==> src/assert_macros.svh <==
// Concurrent assertion helpers, clocked on clk and quiet during reset.
`ifndef ASSERT_MACROS_SVH
`define ASSERT_MACROS_SVH

// Check a property on every rising edge outside reset.
`define HST_ASSERT(label, prop, msg) \
    label: assert property (@(posedge clk) disable iff (!rst_n) (prop)) else $error(msg);

// Check that a condition implies a consequence in the following cycle.
`define HST_ASSERT_NEXT(label, cond, conseq, msg) \
    label: assert property (@(posedge clk) disable iff (!rst_n) (cond) |=> (conseq)) \
        else $error(msg);

`endif

==> src/hst_pkg.sv <==
package hst_pkg;

    localparam int SLOTS      = 16;
    localparam int SLOT_BITS  = 4;
    localparam int VALUE_BITS = 32;
    localparam int FUNC_BITS  = 2;

    localparam logic [FUNC_BITS-1:0] FUNC_PUT    = 2'd0;
    localparam logic [FUNC_BITS-1:0] FUNC_GET    = 2'd1;
    localparam logic [FUNC_BITS-1:0] FUNC_REMOVE = 2'd2;

    localparam int IN_BITS  = FUNC_BITS + SLOT_BITS + VALUE_BITS;
    localparam int OUT_BITS = 1 + SLOT_BITS + VALUE_BITS;
    localparam int IN_TDATA_BITS  = ((IN_BITS + 7) / 8) * 8;
    localparam int OUT_TDATA_BITS = ((OUT_BITS + 7) / 8) * 8;

    typedef struct packed {
        logic load;
        logic exec;
        logic out_load;
    } hst_cmd_t;

    typedef struct packed {
        logic out_valid;
    } hst_status_t;

endpackage

==> src/hst_datapath.sv <==
`include "assert_macros.svh"

module hst_datapath (
    input  logic                            clk,
    input  logic                            rst_n,
    input  hst_pkg::hst_cmd_t               cmd,
    output hst_pkg::hst_status_t            status,
    input  logic [hst_pkg::FUNC_BITS-1:0]   func,
    input  logic [hst_pkg::SLOT_BITS-1:0]   slot_in,
    input  logic [hst_pkg::VALUE_BITS-1:0]  value_in,
    input  logic                            m_tready,
    output logic                            ok,
    output logic [hst_pkg::SLOT_BITS-1:0]   slot_out,
    output logic [hst_pkg::VALUE_BITS-1:0]  value_out
);
    import hst_pkg::*;

    logic [FUNC_BITS-1:0]  func_reg;
    logic [SLOT_BITS-1:0]  slot_reg;
    logic [VALUE_BITS-1:0] value_reg;
    logic [SLOTS-1:0]      occ_reg;
    logic [SLOTS-1:0]      occ_next;
    logic [VALUE_BITS-1:0] mem [SLOTS];
    logic [VALUE_BITS-1:0] rdata_reg;
    logic                  res_ok_reg;
    logic [SLOT_BITS-1:0]  res_slot_reg;
    logic                  res_rd_reg;
    logic                  out_valid_reg;
    logic                  out_ok_reg;
    logic [SLOT_BITS-1:0]  out_slot_reg;
    logic [VALUE_BITS-1:0] out_value_reg;

    logic                  free_found;
    logic [SLOT_BITS-1:0]  free_idx;
    logic                  in_range;
    logic                  hit;
    logic                  is_put;
    logic                  is_lookup;

    always_comb
    begin
        free_found = 1'b0;
        free_idx   = '0;
        for (int i = SLOTS - 1; i >= 0; i--)
        begin
            if (!occ_reg[i])
            begin
                free_found = 1'b1;
                free_idx   = SLOT_BITS'(i);
            end
        end
    end

    assign in_range  = ({1'b0, slot_reg} < (SLOT_BITS + 1)'(SLOTS));
    assign hit       = in_range && occ_reg[slot_reg];
    assign is_put    = (func_reg == FUNC_PUT);
    assign is_lookup = (func_reg == FUNC_GET) || (func_reg == FUNC_REMOVE);

    always_comb
    begin
        occ_next = occ_reg;
        if (cmd.exec)
        begin
            if (is_put && free_found)
            begin
                occ_next[free_idx] = 1'b1;
            end
            else if ((func_reg == FUNC_REMOVE) && hit)
            begin
                occ_next[slot_reg] = 1'b0;
            end
        end
    end

    always_ff @(posedge clk)
    begin
        if (cmd.exec && is_put && free_found)
        begin
            mem[free_idx] <= value_reg;
        end
        if (cmd.exec)
        begin
            rdata_reg <= mem[slot_reg];
        end
    end

    always_ff @(posedge clk)
    begin
        if (cmd.load)
        begin
            func_reg  <= func;
            slot_reg  <= slot_in;
            value_reg <= value_in;
        end
        if (cmd.exec)
        begin
            res_ok_reg   <= (is_put && free_found) || (is_lookup && hit);
            res_slot_reg <= (is_put && free_found) ? free_idx : '0;
            res_rd_reg   <= is_lookup && hit;
        end
        if (cmd.out_load)
        begin
            out_ok_reg    <= res_ok_reg;
            out_slot_reg  <= res_slot_reg;
            out_value_reg <= res_rd_reg ? rdata_reg : '0;
        end
    end

    always_ff @(posedge clk or negedge rst_n)
    begin
        if (!rst_n)
        begin
            occ_reg       <= '0;
            out_valid_reg <= 1'b0;
        end
        else
        begin
            occ_reg <= occ_next;
            if (cmd.out_load)
            begin
                out_valid_reg <= 1'b1;
            end
            else if (m_tready)
            begin
                out_valid_reg <= 1'b0;
            end
        end
    end

    assign status.out_valid = out_valid_reg;
    assign ok        = out_ok_reg;
    assign slot_out  = out_slot_reg;
    assign value_out = out_value_reg;

    `HST_ASSERT_NEXT(a_occ_only_in_exec, !cmd.exec, $stable(occ_reg),
        "occupancy changed outside the table access step")
    `HST_ASSERT_NEXT(a_put_claims_one, cmd.exec && is_put && free_found,
        $countones(occ_reg) == $countones($past(occ_reg)) + 1,
        "successful put did not claim exactly one slot")

endmodule

==> src/hst_ctrl.sv <==
`include "assert_macros.svh"

module hst_ctrl (
    input  logic                  clk,
    input  logic                  rst_n,
    input  logic                  s_tvalid,
    output logic                  s_tready,
    input  logic                  m_tready,
    input  hst_pkg::hst_status_t  status,
    output hst_pkg::hst_cmd_t     cmd
);
    import hst_pkg::*;

    localparam logic [1:0] ST_IDLE   = 2'd0;
    localparam logic [1:0] ST_EXEC   = 2'd1;
    localparam logic [1:0] ST_RESULT = 2'd2;

    logic [1:0] state_reg;
    logic [1:0] state_next;
    logic       out_free;

    assign out_free = !status.out_valid || m_tready;

    always_comb
    begin
        state_next   = state_reg;
        s_tready     = 1'b0;
        cmd.load     = 1'b0;
        cmd.exec     = 1'b0;
        cmd.out_load = 1'b0;
        unique case (state_reg)
            ST_IDLE:
            begin
                s_tready = 1'b1;
                if (s_tvalid)
                begin
                    cmd.load   = 1'b1;
                    state_next = ST_EXEC;
                end
            end
            ST_EXEC:
            begin
                cmd.exec   = 1'b1;
                state_next = ST_RESULT;
            end
            ST_RESULT:
            begin
                if (out_free)
                begin
                    cmd.out_load = 1'b1;
                    state_next   = ST_IDLE;
                end
            end
            default:
            begin
                state_next = ST_IDLE;
            end
        endcase
    end

    always_ff @(posedge clk or negedge rst_n)
    begin
        if (!rst_n)
        begin
            state_reg <= ST_IDLE;
        end
        else
        begin
            state_reg <= state_next;
        end
    end

    `HST_ASSERT_NEXT(a_exec_then_result, state_reg == ST_EXEC, state_reg == ST_RESULT,
        "table access not followed by result step")
    `HST_ASSERT(a_no_overwrite, !cmd.out_load || out_free,
        "result loaded over a pending transaction")
    `HST_ASSERT_NEXT(a_load_then_exec, cmd.load, cmd.exec,
        "accepted request not executed next cycle")

endmodule

==> src/handle_slot_table_unit.sv <==
// Handle slot table: 16 slots of 32-bit values with an occupancy bitmap that
// clears at reset. A put claims the lowest free slot and returns its index
// (ok low when full); get returns the stored value of an occupied slot;
// remove frees an occupied slot and returns its old value. The controller
// steps each request through capture, table access (free-slot priority
// encoder plus one write or registered read of the value RAM) and result
// load, and m_tvalid rises when the result load fills the result register. The
// next request is accepted while a result still waits on the master side, but
// not before the current request has passed all three controller steps. An
// earlier result still held on the master side delays the result load, and so
// the next acceptance.
module handle_slot_table_unit (
    input  logic                                clk,
    input  logic                                rst_n,
    input  logic                                s_tvalid,
    output logic                                s_tready,
    // func[1:0], slot_in[5:2], value_in[37:6], zero pad above
    input  logic [hst_pkg::IN_TDATA_BITS-1:0]   s_tdata,
    output logic                                m_tvalid,
    input  logic                                m_tready,
    // ok[0], slot_out[4:1], value_out[36:5], zero pad above
    output logic [hst_pkg::OUT_TDATA_BITS-1:0]  m_tdata
);
    import hst_pkg::*;

    hst_cmd_t              cmd;
    hst_status_t           status;
    logic                  ok;
    logic [SLOT_BITS-1:0]  slot_out;
    logic [VALUE_BITS-1:0] value_out;

    hst_ctrl u_ctrl (
        .clk      (clk),
        .rst_n    (rst_n),
        .s_tvalid (s_tvalid),
        .s_tready (s_tready),
        .m_tready (m_tready),
        .status   (status),
        .cmd      (cmd)
    );

    hst_datapath u_datapath (
        .clk       (clk),
        .rst_n     (rst_n),
        .cmd       (cmd),
        .status    (status),
        .func      (s_tdata[FUNC_BITS-1:0]),
        .slot_in   (s_tdata[FUNC_BITS +: SLOT_BITS]),
        .value_in  (s_tdata[FUNC_BITS + SLOT_BITS +: VALUE_BITS]),
        .m_tready  (m_tready),
        .ok        (ok),
        .slot_out  (slot_out),
        .value_out (value_out)
    );

    assign m_tvalid = status.out_valid;
    assign m_tdata  = {{(OUT_TDATA_BITS - OUT_BITS){1'b0}}, value_out, slot_out, ok};

endmodule

==> config.mk <==
export PLATFORM = sky130hd
export DESIGN_NAME = handle_slot_table_unit
export DESIGN_NICKNAME = d
export VERILOG_FILES = /design/src/hst_pkg.sv /design/src/hst_datapath.sv /design/src/hst_ctrl.sv /design/src/handle_slot_table_unit.sv
export VERILOG_INCLUDE_DIRS = /design/src /design/src/src
export SDC_FILE = /design/constraint.sdc
export NUM_CORES = 1
export LEC_CHECK = 0
export BUFFER_PORTS_ARGS = -buffer_cell sky130_fd_sc_hd__clkbuf_2
export CORE_MARGIN = 3
export CORE_UTILIZATION = 29
export CTS_BUF_LIST = sky130_fd_sc_hd__clkbuf_4 sky130_fd_sc_hd__clkbuf_8
export CTS_CLUSTER_SIZE = 12
export DETAILED_ROUTE_END_ITERATION = 6
export GPL_TIMING_DRIVEN = 0
export PLACE_DENSITY = 0.4
export SYNTH_ARGS = -nofsm -noshare
export SYNTH_HDL_FRONTEND = slang
export SYNTH_SLANG_ARGS = --single-unit
==> constraint.sdc <==
create_clock -name clk -period 9.43 [get_ports clk]
set_input_delay 1.886 -clock clk [delete_from_list [all_inputs] [get_ports clk]]
set_output_delay 1.886 -clock clk [all_outputs]
set_load 0.01 [all_outputs]
=== Word level (Yosys, flattened, before mapping) ===
Memory sizes are Yosys's and may differ from the RTL's. A register that Yosys moved wholly into a read port is not among the register bits.
Index checks and enable logic that the tools add are counted.

* Reduce and logical (&&, ||, !) cells: 17
* Div/mod/pow operators: 0
* Multiplexer cells: 53
* Bitwise operators: 3
* Shifts and indexed selects: 0
* Magnitude comparators: 4
* Add/sub/neg operators: 0
* Equality and inequality tests: 6
* $mul: 0

{| class="wikitable"
|+ Operator list
! operator !! number
|-
| $mux W4 || 16
|-
| $mux W16 || 2
|-
| $mux W1 || 29
|-
| $and A16 B16 Y16 || 1
|-
| $not A16 Y16 || 1
|-
| $or A16 B16 Y16 || 1
|-
| $lt A4 B5 Y1 const B || 2
|-
| $demux W1 S4 || 2
|-
| $ge A4 B1 Y1 const B || 2
|-
| $logic_and A1 B1 Y1 || 7
|-
| $pmux W2 S3 || 1
|-
| $bmux W1 S4 || 1
|-
| $eq A2 B1 Y1 const B || 2
|-
| $eq A2 B2 Y1 const B || 2
|-
| $logic_not A2 Y1 || 2
|-
| $mux W2 || 2
|-
| $reduce_and A2 Y1 || 2
|-
| $reduce_bool A2 Y1 || 2
|-
| $logic_or A1 B1 Y1 || 3
|-
| $ne A2 B1 Y1 const B || 1
|-
| $ne A2 B2 Y1 const B || 1
|-
| $logic_not A1 Y1 || 1
|}

* Memory bits (writable): 512
* Memories: 1
* Word-level logic and storage cells: 96
* Output and inout bits: 42
* Bits in read-only memories: 0
* Latch bits: 0
* Register bits: 100

{| class="wikitable"
|+ Memory list
! memory !! words !! width !! read ports !! clocked after Yosys merged registers in !! wr ports !! RTL line !! source
|-
| u_datapath.mem || 16 || 32 || 1 || 1 || 1 || hst_datapath.sv:23 || <nowiki>logic [VALUE_BITS-1:0] mem [SLOTS];</nowiki>
|}

=== Longest topological paths before layout ===
* Depth after elaboration: 22
* Gate-level depth with buffers: 8

=== By module ===
A second synthesis with hierarchy kept.

* Cell total of the unflattened synthesis: 1022
* Area, all modules: 24181.9 um^2

{| class="wikitable"
|+ By module, submodules not included
! module !! cells an instance !! times used !! area an instance (um^2)
|-
| hst_datapath || 1007 || 1 || 24044.3
|-
| hst_ctrl || 10 || 1 || 103.8
|-
| handle_slot_table_unit || 5 || 1 || 33.8
|}

=== Worst setup path after synthesis ===
Ideal clock, no wire load.

* Path kind: register to register
* Start: register u_ctrl.state_reg[1]
* End: memory u_datapath.mem[3][0] (enable)
* Library setup time: 0.503 ns
* Path slack: 3.723 ns
* Stages on the path, launching flop included: 5
* Data arrival time: 5.204 ns
* Buffers on the path: 1
* Cells stage by stage: dfrtp_1 > nor2b_1 > clkbuf_1 > nand2_1 > nor4_1

* Word-level cells in the longest chain between the ends: 6

{| class="wikitable"
|+ RTL lines
! item !! RTL line !! source
|-
| start, declared || hst_ctrl.sv:18 || <nowiki>logic [1:0] state_reg;</nowiki>
|-
| start signal, assigned || hst_ctrl.sv:69 || <nowiki>state_reg <= state_next;</nowiki>
|-
| $eq A2 B1 Y1 || hst_ctrl.sv:31 || <nowiki>unique case (state_reg)</nowiki>
|-
| $mux W1 || hst_ctrl.sv:31 ||
|-
| $logic_and A1 B1 Y1 (2 in a row) || hst_datapath.sv:77 || <nowiki>if (cmd.exec && is_put && free_found)</nowiki>
|-
| $mux W1 || hst_datapath.sv:77 ||
|-
| $mux W1 (not written as such) || hst_datapath.sv:79 || <nowiki>mem[free_idx] <= value_reg;</nowiki>
|-
| end, declared || hst_datapath.sv:23 ||
|}

No other way between the ends.

=== Worst setup path after layout ===
* Start: register u_ctrl.state_reg[1]
* End: memory u_datapath.mem[15][8] (enable)

The elaborated chain is that of the path after synthesis.

==> metrics <==
status finished, final reports clean; Routed Antenna Nets 0; Period Utilization, post-route 0.388; clock buffer depth 3; first-pass GRT wire length 91.1 mm; startpoint types register; Pwr Density 230 mW/mm^2; max reg flops 512; core area 0.0825 sq mm; post-CTS resize count 0; grt total ovfl 0; Hold Path Stages 0; PortBufs 80; Final Cell Area 0.0290 sq mm; fmax 0.273 GHz; Post-synth EDFFs 625; layout cells sized above 1 0.387; Comb pwr share 0.107; flop2flop setup slack approximately 5.8 ns; worst skew pair latency 0.71 ns; Via Count 11356; Syn. warnings 0; hold path startpoint u_datapath.res_slot_reg[3]; layout net count approximately 1300; die area 0.0873 sq mm; boundary pin count 86; critical path type register to register; vias in the first global route 12220; Slew Viols, Final 0; clock sinks 644; All-Layer GR Usage 0.148; Biggest register u_datapath.mem; dpl ws 5.64 ns; Vias/cell 4.67; DP HPWL just over 40 mm; layout overhead on the synthesized area 19.3%; chip height ~300 um; R2R Path Start u_ctrl.state_reg[1]; first drt pass iteration count 5; Pleak 9.32 nW; Slew headroom 0.263; Worst Slack Setup Final 5.77 ns; Avg WL per Cell 26.1 um; Post-Syn Area 0.0243 sq mm; Max IR drop VDD 90.3 uV; R2R depth 8; Clk network pwr share 0.372; initial antenna violation count 3; ys flop type edfxtp_1; Hold EP u_datapath.slot_out[3]; min-delay worst type register to register; Pint 0.00498 W; clk root buf clkbuf_8; Row Count 105; Max-Cap Viols 0; final hold vios 0; RSZ-0062 raised after global routing false; Setup Fix Bufs, Post-CTS 0; CTS tree done; crit path time final 3.66 ns; CTS buffer count 112; Yosys reg bits 644; synthesized area per cell 23.5 sq um; CTS Hold Buffers Added 0; post-synthesis instance total 1033; slowest CP cell nor2_4; Routability Congestion 0.768; crit-path cells nor2b_1, clkbuf_4, buf_12, nand2_1, or3_1, nand2b_1, nor2_4, buf_12; initial DRC count between 700 and 800; final setup skew between 0.02 and 0.03 ns; switching power 0.00168 W; Slowest Stage Delay on Critical Path 0.74 ns; Post-DP Area ~0.027 sq mm; DRC Markers 0; Max H-tree Level 3; largest net degree at the start of global routing 28; Initial Util 0.295; CP endpoint kind register; Top cell by count, worst path buf_12; register area share after synthesis 0.792; FFs w/ async S/R, synth 0.0295; switching share of power 0.252; chip width 295 um; post-layout util 0.351; reg2reg end u_datapath.mem[15][8]; clock-pin slew on the worst setup and hold paths about 0.060 ns; Fin Hold WS a little over 0.4 ns; worst-path maximum fanout 27; synth unique cells slightly below 50; routed wire length 63.4 mm; Critical Path RT 9.83 ns; Slew @ Worst Pin 1.10 ns; sequential share of power 0.521; final setup vio count 0; WP data arrival slightly above 4 ns
==> critical path, delay by kind of cell, from the launching register on <==
kind / cells / cell delay [ns]
AND/OR/NAND/NOR: 5 / 1.98
buffers and inverters: 3 / 0.95
flip-flops: 1 / 0.39
==> cell usage in the layout, fill, tap and decap left out, types with 9 or more instances in the layout <==
master    count
clkbuf_2     80
edfxtp_1    625
clkbuf_8    114
buf_4        20
mux4_2      165
and2_1       35
buf_6        23
o21ai_1      21
dfrtp_1      19
clkbuf_1      9
buf_2        17
buf_12       12
nand2_1      16
nand2b_1      9
clkbuf_4     49
clkinv_1     25
nor2_4       10
==> power groups by stage <==
stage	sequential (W)	clock (W)	combinational, W
3_3_place_gp	0.00355	0	0.000694
3_5_place_dp	0.00354	0	0.000746
6_report	0.00347	0.00248	0.000712
2_1_floorplan	0.00350	0	0.000414
5_1_grt	0.00350	0.00271	0.000779
4_1_cts	0.00348	0.00258	0.000747
==> how the worst max path moves through the flow <==
stage	from	to	slack, ns	cells past startpoint
after floorplan	u_ctrl.state_reg[1]	u_datapath.mem[3][0]	3.72	4
after global placement	u_ctrl.state_reg[1]	u_datapath.mem[3][7]	-3.97	4
after detailed placement	u_ctrl.state_reg[1]	u_datapath.mem[15][7]	5.64	8
after CTS	u_ctrl.state_reg[1]	u_datapath.mem[15][1]	5.63	8
after global routing	u_ctrl.state_reg[0]	u_datapath.mem[15][1]	5.48	8
final	u_ctrl.state_reg[1]	u_datapath.mem[15][8]	5.77	8
==> cell families after synthesis <==
logic type               synth area share
flip-flops                          0.792
other                            0.000154
AND/OR/NAND/NOR                    0.0277
adder cells (fa/ha/maj)           0.00103
multiplexers                        0.153
buffers and inverters              0.0126
AO/OA/AOI/OAI                      0.0137
==> cell type report <==
class	instances	area (sq um)
fillers	7704	53500
flip-flops and latches	644	19200
multi-input cells	334	4880
clock buffers	162	1930
well taps	1070	1340
repair buffers	125	1050
plain buffers	50	284
clock inverters	40	236
inverters	7	26.3
diodes	1	2.50
==> cell usage after synthesis, drive strengths merged, types with 2 or more instances <==
| library cell | count | share of area |
|---|---|---|
| clkbuf | 10 | 0.0015 |
| ha | 2 | 0.0010 |
| dfrtp | 19 | 0.020 |
| inv | 7 | 0.0011 |
| nand2b | 10 | 0.0029 |
| a22oi | 2 | 0.00062 |
| a31oi | 2 | 0.00051 |
| nor3 | 5 | 0.0010 |
| mux4 | 165 | 0.15 |
| nand2 | 17 | 0.0027 |
| nor3b | 3 | 0.00093 |
| o31ai | 6 | 0.0019 |
| and4 | 3 | 0.0011 |
| o21ai | 25 | 0.0051 |
| nand4 | 8 | 0.0023 |
| or3 | 3 | 0.00077 |
| nor2b | 6 | 0.0015 |
| o41ai | 2 | 0.0018 |
| and2 | 38 | 0.0099 |
| buf | 40 | 0.010 |
| nand3 | 3 | 0.00062 |
| edfxtp | 625 | 0.77 |
| nor2 | 17 | 0.0026 |
==> metrics by stage <==
stage | power (W) | TNS, ns | cells
4_1_cts | 0.00681 | 0 | 2432
3_5_place_dp | 0.00428 | 0 | 2230
6_report | 0.00667 | 0 | 2433
2_1_floorplan | 0.00392 | 0 | 1035
3_3_place_gp | 0.00424 | -365.45 | 2185
5_1_grt | 0.00699 | 0 | 2433
==> routing by layer <==
layer	global-route usage	vias up	part of all wire
met3	0.0261	89	0.041
met5	0	-	0
li1	-	4880	-
met4	0.0440	0	0.020
met1	0.198	6112	0.44
met2	0.248	275	0.50
No activity file was read; power rests on OpenSTA's default activity.
